[config.mk]
export PLATFORM = sky130hd
export DESIGN_NAME = adpcm_block_decoder_2tap
export DESIGN_NICKNAME = d
export VERILOG_FILES = /design/src/rtl/adpcm_bd_pkg.sv /design/src/rtl/adpcm_block_decoder_2tap.sv
export SDC_FILE = /design/constraint.sdc
export NUM_CORES = 2
export LEC_CHECK = 0
export ABC_AREA = 1
export BUFFER_PORTS_ARGS = -buffer_cell sky130_fd_sc_hd__buf_2
export CAP_MARGIN = 25
export CORE_MARGIN = 5
export CORE_UTILIZATION = 61
export DETAILED_ROUTE_END_ITERATION = 10
export PLACE_DENSITY = 0.78
export SLEW_MARGIN = 20
export SYNTH_ARGS = -nofsm -noshare
export SYNTH_HDL_FRONTEND = slang
export SYNTH_SLANG_ARGS = --single-unit
[constraint.sdc]
create_clock -name i_clk -period 13.25 [get_ports i_clk]
set_input_delay 0.6625 -clock i_clk [delete_from_list [all_inputs] [get_ports i_clk]]
set_output_delay 0.6625 -clock i_clk [all_outputs]
set_load 0.05 [all_outputs]
[src/rtl/adpcm_bd_pkg.sv]
// Package with the shared widths, register indexes and defaults of the ADPCM block decoder.
`timescale 1ns / 1ps

package adpcm_bd_pkg;

    // Default number of channels that can take turns.
    localparam int DEFAULT_MAX_CHANNELS = 2;

    // Field widths.
    localparam int BYTE_W  = 8;
    localparam int PCM_W   = 16;
    localparam int SCALE_W = 16;
    localparam int NIB_W   = 4;

    // Configuration register widths.
    localparam int COEF_RECENT_W = 14;
    localparam int COEF_OLDER_W  = 13;
    localparam int BLOCK_BYTES_W = 8;
    localparam int CHAN_USED_W   = 2;
    localparam int CFG_DATA_W    = 14;
    localparam int CFG_IDX_W     = 2;

    // Arithmetic widths: scaled nibble, prediction products, sum after the shift.
    localparam int TERM_W  = 21;
    localparam int PROD_W  = 32;
    localparam int FRAC_W  = 12;
    localparam int PRED_W  = PROD_W - FRAC_W;
    localparam int TOTAL_W = 22;

    // Reset values and limits.
    localparam logic [BLOCK_BYTES_W-1:0] BLOCK_BYTES_RST = 8'd18;
    localparam logic [BLOCK_BYTES_W-1:0] BLOCK_BYTES_MIN = 8'd3;
    localparam logic [CHAN_USED_W-1:0]   CHAN_USED_RST   = 2'd1;
    localparam logic signed [PCM_W-1:0]  PCM_MAX         = 16'sd32767;
    localparam logic signed [PCM_W-1:0]  PCM_MIN         = -16'sd32768;

    // Configuration register indexes.
    typedef enum logic [CFG_IDX_W-1:0] {
        CFG_COEF_RECENT = 2'd0,
        CFG_COEF_OLDER  = 2'd1,
        CFG_BLOCK_BYTES = 2'd2,
        CFG_CHAN_USED   = 2'd3
    } t_cfg_idx;

    // Saturate a widened sum to the 16-bit sample range.
    function automatic logic signed [PCM_W-1:0] sat_pcm(input logic signed [TOTAL_W-1:0] v);
        logic signed [PCM_W-1:0] r;
        if (v > TOTAL_W'(PCM_MAX)) begin
            r = PCM_MAX;
        end else if (v < TOTAL_W'(PCM_MIN)) begin
            r = PCM_MIN;
        end else begin
            r = v[PCM_W-1:0];
        end
        return r;
    endfunction

endpackage

[src/rtl/adpcm_block_decoder_2tap.sv]
// Top level of the two-tap 4-bit ADPCM block decoder.
`timescale 1ns / 1ps

// The decoder takes a compressed stream one byte per slave transaction, cut into
// blocks of block_bytes bytes (values below three act as three) that take turns
// among channels_used channels (zero acts as one, values above MAX_CHANNELS act as
// MAX_CHANNELS). The first two bytes of every block load a big-endian scale and
// give no result; every later byte gives two master transactions, the high nibble
// first, the second one marked by tlast and both tagged with the channel in tuser.
// Each sample is the sign-extended nibble times the scale plus
// (coef_recent * newest + coef_older * older) shifted right arithmetically by 12,
// saturated to 16 bits. Setting tuser on an input byte clears the histories, the
// block position, the channel and the held scale before that byte is taken.
// A data byte stays in the work stage for both nibbles, decoded in turn as the
// second sample's prediction needs the first from the single multiply, add and
// saturate datapath; a scale byte gives no result. A new byte is taken as the work
// stage finishes the last one. A two-entry output queue between the datapath and
// the master side lets the slave side keep taking bytes while a finished sample
// waits and the queue has room. A byte's first sample passes the work stage
// register, then the queue. The user writes configuration through the plain write
// port only while no transaction is in flight; the block does not enforce this.
module adpcm_block_decoder_2tap
    import adpcm_bd_pkg::*;
#(
    parameter int MAX_CHANNELS = DEFAULT_MAX_CHANNELS
) (
    input  logic                  i_clk,
    input  logic                  i_rst_n,
    // Configuration write port.
    input  logic                  i_cfg_we,
    input  logic [CFG_IDX_W-1:0]  i_cfg_idx,
    input  logic [CFG_DATA_W-1:0] i_cfg_data,
    // Slave side: compressed bytes.
    input  logic                  s_axis_tvalid,
    output logic                  s_axis_tready,
    input  logic [BYTE_W-1:0]     s_axis_tdata,   // [7:0] data_byte
    input  logic [0:0]            s_axis_tuser,   // [0] restart
    // Master side: decoded samples.
    output logic                  m_axis_tvalid,
    input  logic                  m_axis_tready,
    output logic [PCM_W-1:0]      m_axis_tdata,   // [15:0] pcm_sample
    output logic [0:0]            m_axis_tuser,   // [0] channel_tag
    output logic                  m_axis_tlast    // last_of_byte
);

    localparam int CH_W  = (MAX_CHANNELS > 1) ? $clog2(MAX_CHANNELS) : 1;
    localparam int NCH_W = $clog2(MAX_CHANNELS + 1) + 1;

    // Configuration registers.
    logic [COEF_RECENT_W-1:0]        r_coef_recent;
    logic signed [COEF_OLDER_W-1:0]  r_coef_older;
    logic [BLOCK_BYTES_W-1:0]        r_block_bytes;
    logic [CHAN_USED_W-1:0]          r_chan_used;

    // Stream position, owned by the slave side.
    logic [BYTE_W-1:0]  r_pos, n_pos;
    logic [CH_W-1:0]    r_ch, n_ch;
    logic [SCALE_W-1:0] r_scale, n_scale;

    // Work stage: one byte being decoded.
    logic               r_w_valid;
    logic               r_w_data;
    logic               r_w_clr;
    logic               r_w_phase;
    logic [BYTE_W-1:0]  r_w_byte;
    logic [CH_W-1:0]    r_w_ch;
    logic [SCALE_W-1:0] r_w_scale;

    // Per-channel history.
    logic signed [PCM_W-1:0] r_hist_new [MAX_CHANNELS];
    logic signed [PCM_W-1:0] r_hist_old [MAX_CHANNELS];

    // Two-entry output queue.
    logic [PCM_W-1:0] r_q_pcm  [2];
    logic             r_q_tag  [2];
    logic             r_q_last [2];
    logic             r_q_rd;
    logic             r_q_wr;
    logic [1:0]       r_q_cnt;

    logic in_acc;
    logic q_pop;
    logic q_room;
    logic push;
    logic work_done;

    // Slave-side decode of the position.
    logic [BYTE_W-1:0]        pos_base;
    logic [CH_W-1:0]          ch_base;
    logic [CH_W-1:0]          ch_eff;
    logic [SCALE_W-1:0]       scale_base;
    logic [BLOCK_BYTES_W-1:0] bb_eff;
    logic [NCH_W-1:0]         nch_eff;
    logic [BYTE_W:0]          pos_inc;
    logic                     is_data;

    always_comb begin
        pos_base   = s_axis_tuser[0] ? '0 : r_pos;
        ch_base    = s_axis_tuser[0] ? '0 : r_ch;
        scale_base = s_axis_tuser[0] ? '0 : r_scale;
        ch_eff     = (int'(ch_base) >= MAX_CHANNELS) ? '0 : ch_base;
        bb_eff     = (r_block_bytes < BLOCK_BYTES_MIN) ? BLOCK_BYTES_MIN : r_block_bytes;
        if (r_chan_used == '0) begin
            nch_eff = NCH_W'(1);
        end else if (int'(r_chan_used) > MAX_CHANNELS) begin
            nch_eff = NCH_W'(MAX_CHANNELS);
        end else begin
            nch_eff = NCH_W'(r_chan_used);
        end
        pos_inc = {1'b0, pos_base} + (BYTE_W + 1)'(1);
        is_data = (pos_base != BYTE_W'(0)) && (pos_base != BYTE_W'(1));

        // The first byte of a block loads the upper half of the scale, the second the lower half.
        n_scale = scale_base;
        if (pos_base == BYTE_W'(0)) begin
            n_scale = {s_axis_tdata, scale_base[BYTE_W-1:0]};
        end else if (pos_base == BYTE_W'(1)) begin
            n_scale = {scale_base[SCALE_W-1:BYTE_W], s_axis_tdata};
        end

        // At the end of a block move on to the next channel, wrapping to zero; else step the position.
        if (pos_inc >= {1'b0, bb_eff}) begin
            n_pos = '0;
            if ((int'(ch_eff) + 1) >= int'(nch_eff)) begin
                n_ch = '0;
            end else begin
                n_ch = CH_W'(int'(ch_eff) + 1);
            end
        end else begin
            n_pos = pos_inc[BYTE_W-1:0];
            n_ch  = ch_eff;
        end
    end

    // Sample datapath: one nibble per cycle while the output queue has room.
    logic signed [NIB_W-1:0]   nib;
    logic signed [PCM_W-1:0]   h_new;
    logic signed [PCM_W-1:0]   h_old;
    logic signed [TERM_W-1:0]  term;
    logic signed [PROD_W-1:0]  prod_recent;
    logic signed [PROD_W-1:0]  prod_older;
    logic signed [PROD_W-1:0]  pred_sum;
    logic signed [PRED_W-1:0]  pred;
    logic signed [TOTAL_W-1:0] total;
    logic signed [PCM_W-1:0]   sample;

    always_comb begin
        nib         = r_w_phase ? r_w_byte[NIB_W-1:0] : r_w_byte[BYTE_W-1:NIB_W];
        h_new       = r_hist_new[r_w_ch];
        h_old       = r_hist_old[r_w_ch];
        term        = TERM_W'(nib) * TERM_W'($signed({1'b0, r_w_scale}));
        prod_recent = PROD_W'($signed({1'b0, r_coef_recent})) * PROD_W'(h_new);
        prod_older  = PROD_W'(r_coef_older) * PROD_W'(h_old);
        pred_sum    = prod_recent + prod_older;
        pred        = pred_sum[PROD_W-1:FRAC_W];
        total       = TOTAL_W'(term) + TOTAL_W'(pred);
        sample      = sat_pcm(total);
    end

    // Handshakes.
    assign q_pop         = m_axis_tvalid && m_axis_tready;
    assign q_room        = (r_q_cnt != 2'd2) || q_pop;
    assign push          = r_w_valid && r_w_data && q_room;
    assign work_done     = r_w_valid && (!r_w_data || (r_w_phase && q_room));
    assign s_axis_tready = !r_w_valid || work_done;
    assign in_acc        = s_axis_tvalid && s_axis_tready;

    assign m_axis_tvalid   = (r_q_cnt != 2'd0);
    assign m_axis_tdata    = r_q_pcm[r_q_rd];
    assign m_axis_tuser[0] = r_q_tag[r_q_rd];
    assign m_axis_tlast    = r_q_last[r_q_rd];

    // Configuration registers.
    always_ff @(posedge i_clk) begin
        if (!i_rst_n) begin
            r_coef_recent <= '0;
            r_coef_older  <= '0;
            r_block_bytes <= BLOCK_BYTES_RST;
            r_chan_used   <= CHAN_USED_RST;
        end else if (i_cfg_we) begin
            unique case (t_cfg_idx'(i_cfg_idx))
                CFG_COEF_RECENT: r_coef_recent <= i_cfg_data[COEF_RECENT_W-1:0];
                CFG_COEF_OLDER:  r_coef_older  <= $signed(i_cfg_data[COEF_OLDER_W-1:0]);
                CFG_BLOCK_BYTES: r_block_bytes <= i_cfg_data[BLOCK_BYTES_W-1:0];
                CFG_CHAN_USED:   r_chan_used   <= i_cfg_data[CHAN_USED_W-1:0];
                default: ;
            endcase
        end
    end

    // Stream position and the work stage.
    always_ff @(posedge i_clk) begin
        if (!i_rst_n) begin
            r_pos     <= '0;
            r_ch      <= '0;
            r_scale   <= '0;
            r_w_valid <= 1'b0;
            r_w_data  <= 1'b0;
            r_w_clr   <= 1'b0;
            r_w_phase <= 1'b0;
        end else begin
            if (in_acc) begin
                r_pos     <= n_pos;
                r_ch      <= n_ch;
                r_scale   <= n_scale;
                r_w_valid <= 1'b1;
                r_w_data  <= is_data;
                r_w_clr   <= s_axis_tuser[0];
                r_w_phase <= 1'b0;
                r_w_byte  <= s_axis_tdata;
                r_w_ch    <= ch_eff;
                r_w_scale <= n_scale;
            end else if (work_done) begin
                r_w_valid <= 1'b0;
            end else if (push) begin
                r_w_phase <= 1'b1;
            end
        end
    end

    // History: cleared for all channels at once by a restart byte, updated by every sample.
    always_ff @(posedge i_clk) begin
        if (!i_rst_n) begin
            for (int i = 0; i < MAX_CHANNELS; i++) begin
                r_hist_new[i] <= '0;
                r_hist_old[i] <= '0;
            end
        end else if (r_w_valid && r_w_clr) begin
            for (int i = 0; i < MAX_CHANNELS; i++) begin
                r_hist_new[i] <= '0;
                r_hist_old[i] <= '0;
            end
        end else if (push) begin
            r_hist_new[r_w_ch] <= sample;
            r_hist_old[r_w_ch] <= h_new;
        end
    end

    // Output queue.
    always_ff @(posedge i_clk) begin
        if (!i_rst_n) begin
            r_q_rd  <= 1'b0;
            r_q_wr  <= 1'b0;
            r_q_cnt <= 2'd0;
        end else begin
            if (push) begin
                r_q_wr <= !r_q_wr;
            end
            if (q_pop) begin
                r_q_rd <= !r_q_rd;
            end
            if (push && !q_pop) begin
                r_q_cnt <= r_q_cnt + 2'd1;
            end else if (q_pop && !push) begin
                r_q_cnt <= r_q_cnt - 2'd1;
            end
        end
    end

    always_ff @(posedge i_clk) begin
        if (push) begin
            r_q_pcm[r_q_wr]  <= sample;
            r_q_tag[r_q_wr]  <= r_w_ch[0];
            r_q_last[r_q_wr] <= r_w_phase;
        end
    end

    // The queue never holds more than its two entries.
    a_q_bound: assert property (@(posedge i_clk) disable iff (!i_rst_n)
        r_q_cnt != 2'd3)
        else $error("output queue count out of range");

    // A scale byte never produces a sample.
    a_scale_silent: assert property (@(posedge i_clk) disable iff (!i_rst_n)
        (r_w_valid && !r_w_data) |-> !push)
        else $error("scale byte produced a sample");

    // After the high-nibble sample the same byte stays for its low nibble.
    a_second_follows: assert property (@(posedge i_clk) disable iff (!i_rst_n)
        (push && !r_w_phase) |=> (r_w_valid && r_w_data && r_w_phase))
        else $error("low-nibble sample lost");

    // A restart byte leaves the block on its second byte in channel zero.
    a_restart_pos: assert property (@(posedge i_clk) disable iff (!i_rst_n)
        (in_acc && s_axis_tuser[0]) |=> (r_pos == BYTE_W'(1) && r_ch == '0))
        else $error("restart did not reset the position");

    // The stored channel stays within the channels provided.
    a_ch_range: assert property (@(posedge i_clk) disable iff (!i_rst_n)
        int'(r_ch) < MAX_CHANNELS)
        else $error("channel out of range");

endmodule

### Word level (Yosys, flattened, before mapping)

Memories as Yosys holds them, arrays and structs flattened. A register that Yosys moved wholly into a read port is not among the register bits.
Index checks and enable logic that the tools add are counted.

* flip-flop bits (word level): 95
* memory bits (writable): 100
* output and inout bits: 20
* logic and storage cells: 129
* memories: 5

* $add $sub $neg: 6
* multipliers: 3
* order comparisons: 6
* eq/ne operators: 6
* mux-type cells: 45
* bitwise gates (word level): 6
* reduce and logical (&&, ||, !) cells: 35

Memory list
* r_hist_new: words 2, width 16, rd ports 1, clocked after Yosys merged registers in 1, write ports 2, line adpcm_block_decoder_2tap.sv:70 `logic signed [PCM_W-1:0] r_hist_new [MAX_CHANNELS];`
* r_hist_old: words 2, width 16, rd ports 1, clocked after Yosys merged registers in 1, write ports 2, line adpcm_block_decoder_2tap.sv:71 `logic signed [PCM_W-1:0] r_hist_old [MAX_CHANNELS];`
* r_q_pcm: words 2, width 16, rd ports 1, clocked after Yosys merged registers in 1, write ports 1, line adpcm_block_decoder_2tap.sv:74 `logic [PCM_W-1:0] r_q_pcm [2];`
* r_q_last: words 2, width 1, rd ports 1, clocked after Yosys merged registers in 1, write ports 1, line adpcm_block_decoder_2tap.sv:76 `logic r_q_last [2];`
* r_q_tag: words 2, width 1, rd ports 1, clocked after Yosys merged registers in 1, write ports 1, line adpcm_block_decoder_2tap.sv:75 `logic r_q_tag [2];`

Operators with widths (number)
* $mux 16: 10
* $add 31x29->32: 1
* $ge 32x4->1: 1
* $mux 8: 4
* $reduce_or 16->1: 2
* $mul 15x16->31: 1
* $mul 13x16->29: 1
* $mux 1: 26
* $add 21x20->22: 1
* $gt 22x16->1 const B: 1
* $lt 22x16->1 const B: 1
* $mul 4x17->21: 1
* $reduce_and 2->1: 6
* $logic_and 1x1->1: 10
* $add 8x1->9 const B: 1
* $ge 9x8->1: 1
* $eq 8x1->1 const B: 1
* $logic_not 8->1: 1
* $lt 8x2->1 const B: 1
* $mux 2: 4
* $ne 8x1->1 const B: 1
* $reduce_bool 8->1: 1
* $logic_not 1->1: 6
* $reduce_bool 2->1: 3
* 13 further kinds: 21

### Longest topological paths before layout

* depth after elaboration: 10
* mapped depth: 53

### Worst setup path before layout

Ideal clock, no wire load.

* path kind: flip-flop to flip-flop
* start point: register (tool-made name)
* end point: memory r_hist_new[1][13], data pin
* library setup time: 0.270 ns
* arrival time: 9.596 ns
* required time: 12.980 ns
* setup slack: 3.384 ns
* stages on the path, launching flop included: 44
* buffers on the path: 3
* cell sequence: dfxtp_1 > clkbuf_1 > mux2i_1 > clkbuf_1 > nor2_1 > fa_1 > fa_1 > fa_1 > inv_1 > fa_1 > inv_1 > fa_1 > inv_1 > fa_1 > inv_1 > fa_1 > ha_1 > ha_1 > (+8 left out) > nand2_1 > ha_1 > inv_1 > fa_1 > fa_1 > inv_1 > ha_1 > a21oi_1 > o21ai_0 > a21oi_1 > nand2_2 > a21oi_2 > nand2_1 > nand2_2 > clkinv_2 > nand2_4 > buf_6 > a21oi_2

RTL lines (line)
* end, declared: adpcm_block_decoder_2tap.sv:70

==> impl_results.md <==
- Status: finished clean
- Dpl ws: roughly 2.1 ns
- Initial Utilization: 61.94%
- Period utilization: between 80% and 90%
- Worst Path Buf+Inv: 12
- Max Root-Sink Buffers: 2
- Remaining antenna violation count: 0
- Seq/Total Area, Yosys: a little under a fifth
- Crit path capture: r_q_pcm[1][2]
- Largest net degree at the start of global routing: 55
- Global route overflow: 0
- IO buf count: 49
- Setup Buffers After CTS: 0
- Final min period: between 10 and 15 ns
- FP Rows: between 70 and 80
- Core box area: approximately 45,000 um^2
- Slew headroom: 23.98%
- Syn Std Cell Area: between 20,000 and 30,000 um^2
- DRC violations left: 0
- Kind of critical path: flop to flop
- Critical path data required time: ~13 ns
- Levels on crit path: 45
- Crit-path max cell delay: 0.59 ns
- Post-synth top flop: edfxtp_1
- Most used cell, CP: fa_1
- Number of flops mapped to enable cells by yosys: about 130
- Placed wire-length estimate: about 65 mm
- FF-to-FF setup slack: 1.88 ns
- Synthesized Nets: ~3,800
- WL/cell: ~21 um
- Startpoint Class: flop
- Yosys warns: 0
- Setup_tns: 0 ns
- Fraction of layout cells with a size suffix above 1: 7.740%
- Number of DRC markers in iteration 0: between 2,000 and 2,500
- RSZ-0062 raised after global routing: false
- Top-Level Pins: 50
- Post-CTS Resized: 0
- Worst r2r path cells: 45
- First-pass GRT wire length: 124.0 mm
- Skew final: between 0.015 and 0.02 ns
- Critical path capture point type: flop
- Setup-failing EPs final: 0
- Seq cells post-synth: about 200
- Worst hold slack: 0.3762 ns
- Worst Path Max Fanout: 26
- Hold Vio Cnt, Final: 0
- Fillers: roughly 3,700
- Slowest cell on the critical path: fa_1
- Total track usage: around a third
- CP delay by family, top: adder cells
- Die area: 49,550 um^2
- Worst EP arrival: around 12 ns
- RR Endpoint: r_q_pcm[1][2]
- Post-DR vias/cell: between 5 and 6
- Ys async rst share: 0%
- Least-Margin Pin Slew: ~1.1 ns
- Routed Wire Length: a little under 80 mm
- Worst hold path class: input port to flop
- Cts bufs inserted: 17
- Cells after Synth: between 3,000 and 4,000
- Routability congestion estimate: approximately 1
- PnR worst setup slack: approximately 1.9 ns
- Max Freq: ~0.09 GHz
- Max-slew violation count: 0
- Die H: approximately 220 um
- H-tree Lvls: 4
- Initial antenna violation count: 9
- Area grow syn2layout: 5.650%
- Hold_buf cts: 0
- Die W: approximately 220 um
- Synth Area per Inst: about 9 um^2
- Synth cell types: between 50 and 60
- Root Buffer: clkbuf_16
- Clk_lat worst skew: 0.48 ns
- Reg clk slew, reported paths: ~0.080 ns
- Clock sink count: approximately 200
- Fin nets: around 3,800
- Vias in the first global route: approximately 22,000
- DR vias: between 20,000 and 25,000
- CTS tree: done
- MaxCap Viol Count: 0
- Pre-Repair DR Iteration Count: 6
## metrics by stage
stage	cell area [um^2]	utilization [%]	std cells
after floorplan	27570	-	3027
after global placement	28460	63.95	3620
after detailed placement	28470	63.96	3621
after CTS	29110	65.40	3653
after global routing	29130	65.44	3656
final	29130	65.44	3657
## worst reg2reg max path: cells and delay by family, from the launching register on
family,cells,cell delay [ns]
xor gates and xnor gates,1,0.27
adders and majority gates,13,5.85
and+or+nand+nor,14,2.02
AOI/OAI and AO/OA,5,1.00
buffers and inverters,12,1.59
DFF,1,0.39
## state kept, by name, indices dropped and copies added (netlist names), 2 cells and up, named ones only
register,count
r_pos,8
r_hist_old,32
r_block_bytes,8
r_coef_older,13
r_q_cnt,2
r_w_byte,8
r_q_last,2
r_scale,16
r_coef_recent,14
r_q_tag,2
r_hist_new,32
r_q_pcm,32
r_w_scale,16
## per-layer routing
metal  GRT usage [%]  part of all wire [%]
met5               0                 0.086
met3           7.760                    10
met2           52.20                    47
met4           13.62                   5.3
met1           42.51                    38
## cell families after synthesis
family / synth area share, %
and+or+nand+nor: 14.44
buffers and inverters: 11.10
adders and majority gates: 47.64
AOI/OAI and AO/OA: 5.882
DFF: 18.77
xor gates and xnor gates: 1.366
muxes: 0.8078
## layout by cell type (no fill, tap or decap), types with 12 or more instances in the layout
cell type / instances
or2_2: 42
nand2_1: 449
dfxtp_1: 71
o21ai_1: 20
a21oi_2: 21
nor2_1: 355
clkbuf_16: 17
mux2_2: 18
nor3_1: 13
xnor2_1: 16
o21ai_0: 90
fa_1: 538
buf_4: 35
ha_1: 189
xor2_1: 27
nand3_1: 58
inv_1: 702
nand2_4: 12
buf_2: 49
a21oi_1: 107
a22o_1: 17
edfxtp_1: 125
## area by class of cell
cell class	count	area [um^2]	area share, %
multi-input combinational	2033	19350	66.42
clock inverter	15	215.2	0.7388
antenna	3	7.507	0.02577
clock buffer	17	425.4	1.460
sequential	196	5175	17.77
inverter	716	2689	9.231
tap	592	740.7	2.543
timing repair buffer	85	528.0	1.813
## worst min-delay path by stage
stage,from,end,slack (ns),depth (start not counted)
after floorplan,r_chan_used[1],r_chan_used[1],0.42,2
after global placement,r_ch,r_ch,0.44,2
after detailed placement,r_ch,r_ch,0.45,2
after CTS,s_axis_tdata[6],r_w_byte[6],0.36,1
after global routing,s_axis_tdata[4],r_w_byte[4],0.36,1
final,s_axis_tdata[4],r_w_byte[4],0.38,1
## synth_stat cells, types with 10 or more instances
| master | count | area, um^2 |
|---|---|---|
| a21oi_1 | 107 | 535.5 |
| a21oi_2 | 21 | 183.9 |
| a22o_1 | 17 | 148.9 |
| clkbuf_1 | 69 | 259.0 |
| clkinv_1 | 10 | 37.54 |
| dfxtp_1 | 71 | 1421 |
| edfxtp_1 | 125 | 3754 |
| fa_1 | 538 | 10770 |
| ha_1 | 189 | 2365 |
| inv_1 | 702 | 2635 |
| mux2_2 | 18 | 202.7 |
| nand2_1 | 449 | 1685 |
| nand2_2 | 10 | 62.56 |
| nand2_4 | 12 | 135.1 |
| nand3_1 | 58 | 290.3 |
| nor2_1 | 356 | 1336 |
| nor3_1 | 14 | 70.07 |
| o21ai_0 | 93 | 465.5 |
| o21ai_1 | 18 | 90.09 |
| or2_2 | 42 | 262.8 |
| xnor2_1 | 16 | 140.1 |
| xor2_1 | 27 | 236.5 |
Power is left out: the tool's default activity adds up to more than one toggle a clock period on the data nets, which glitch-free logic cannot reach.
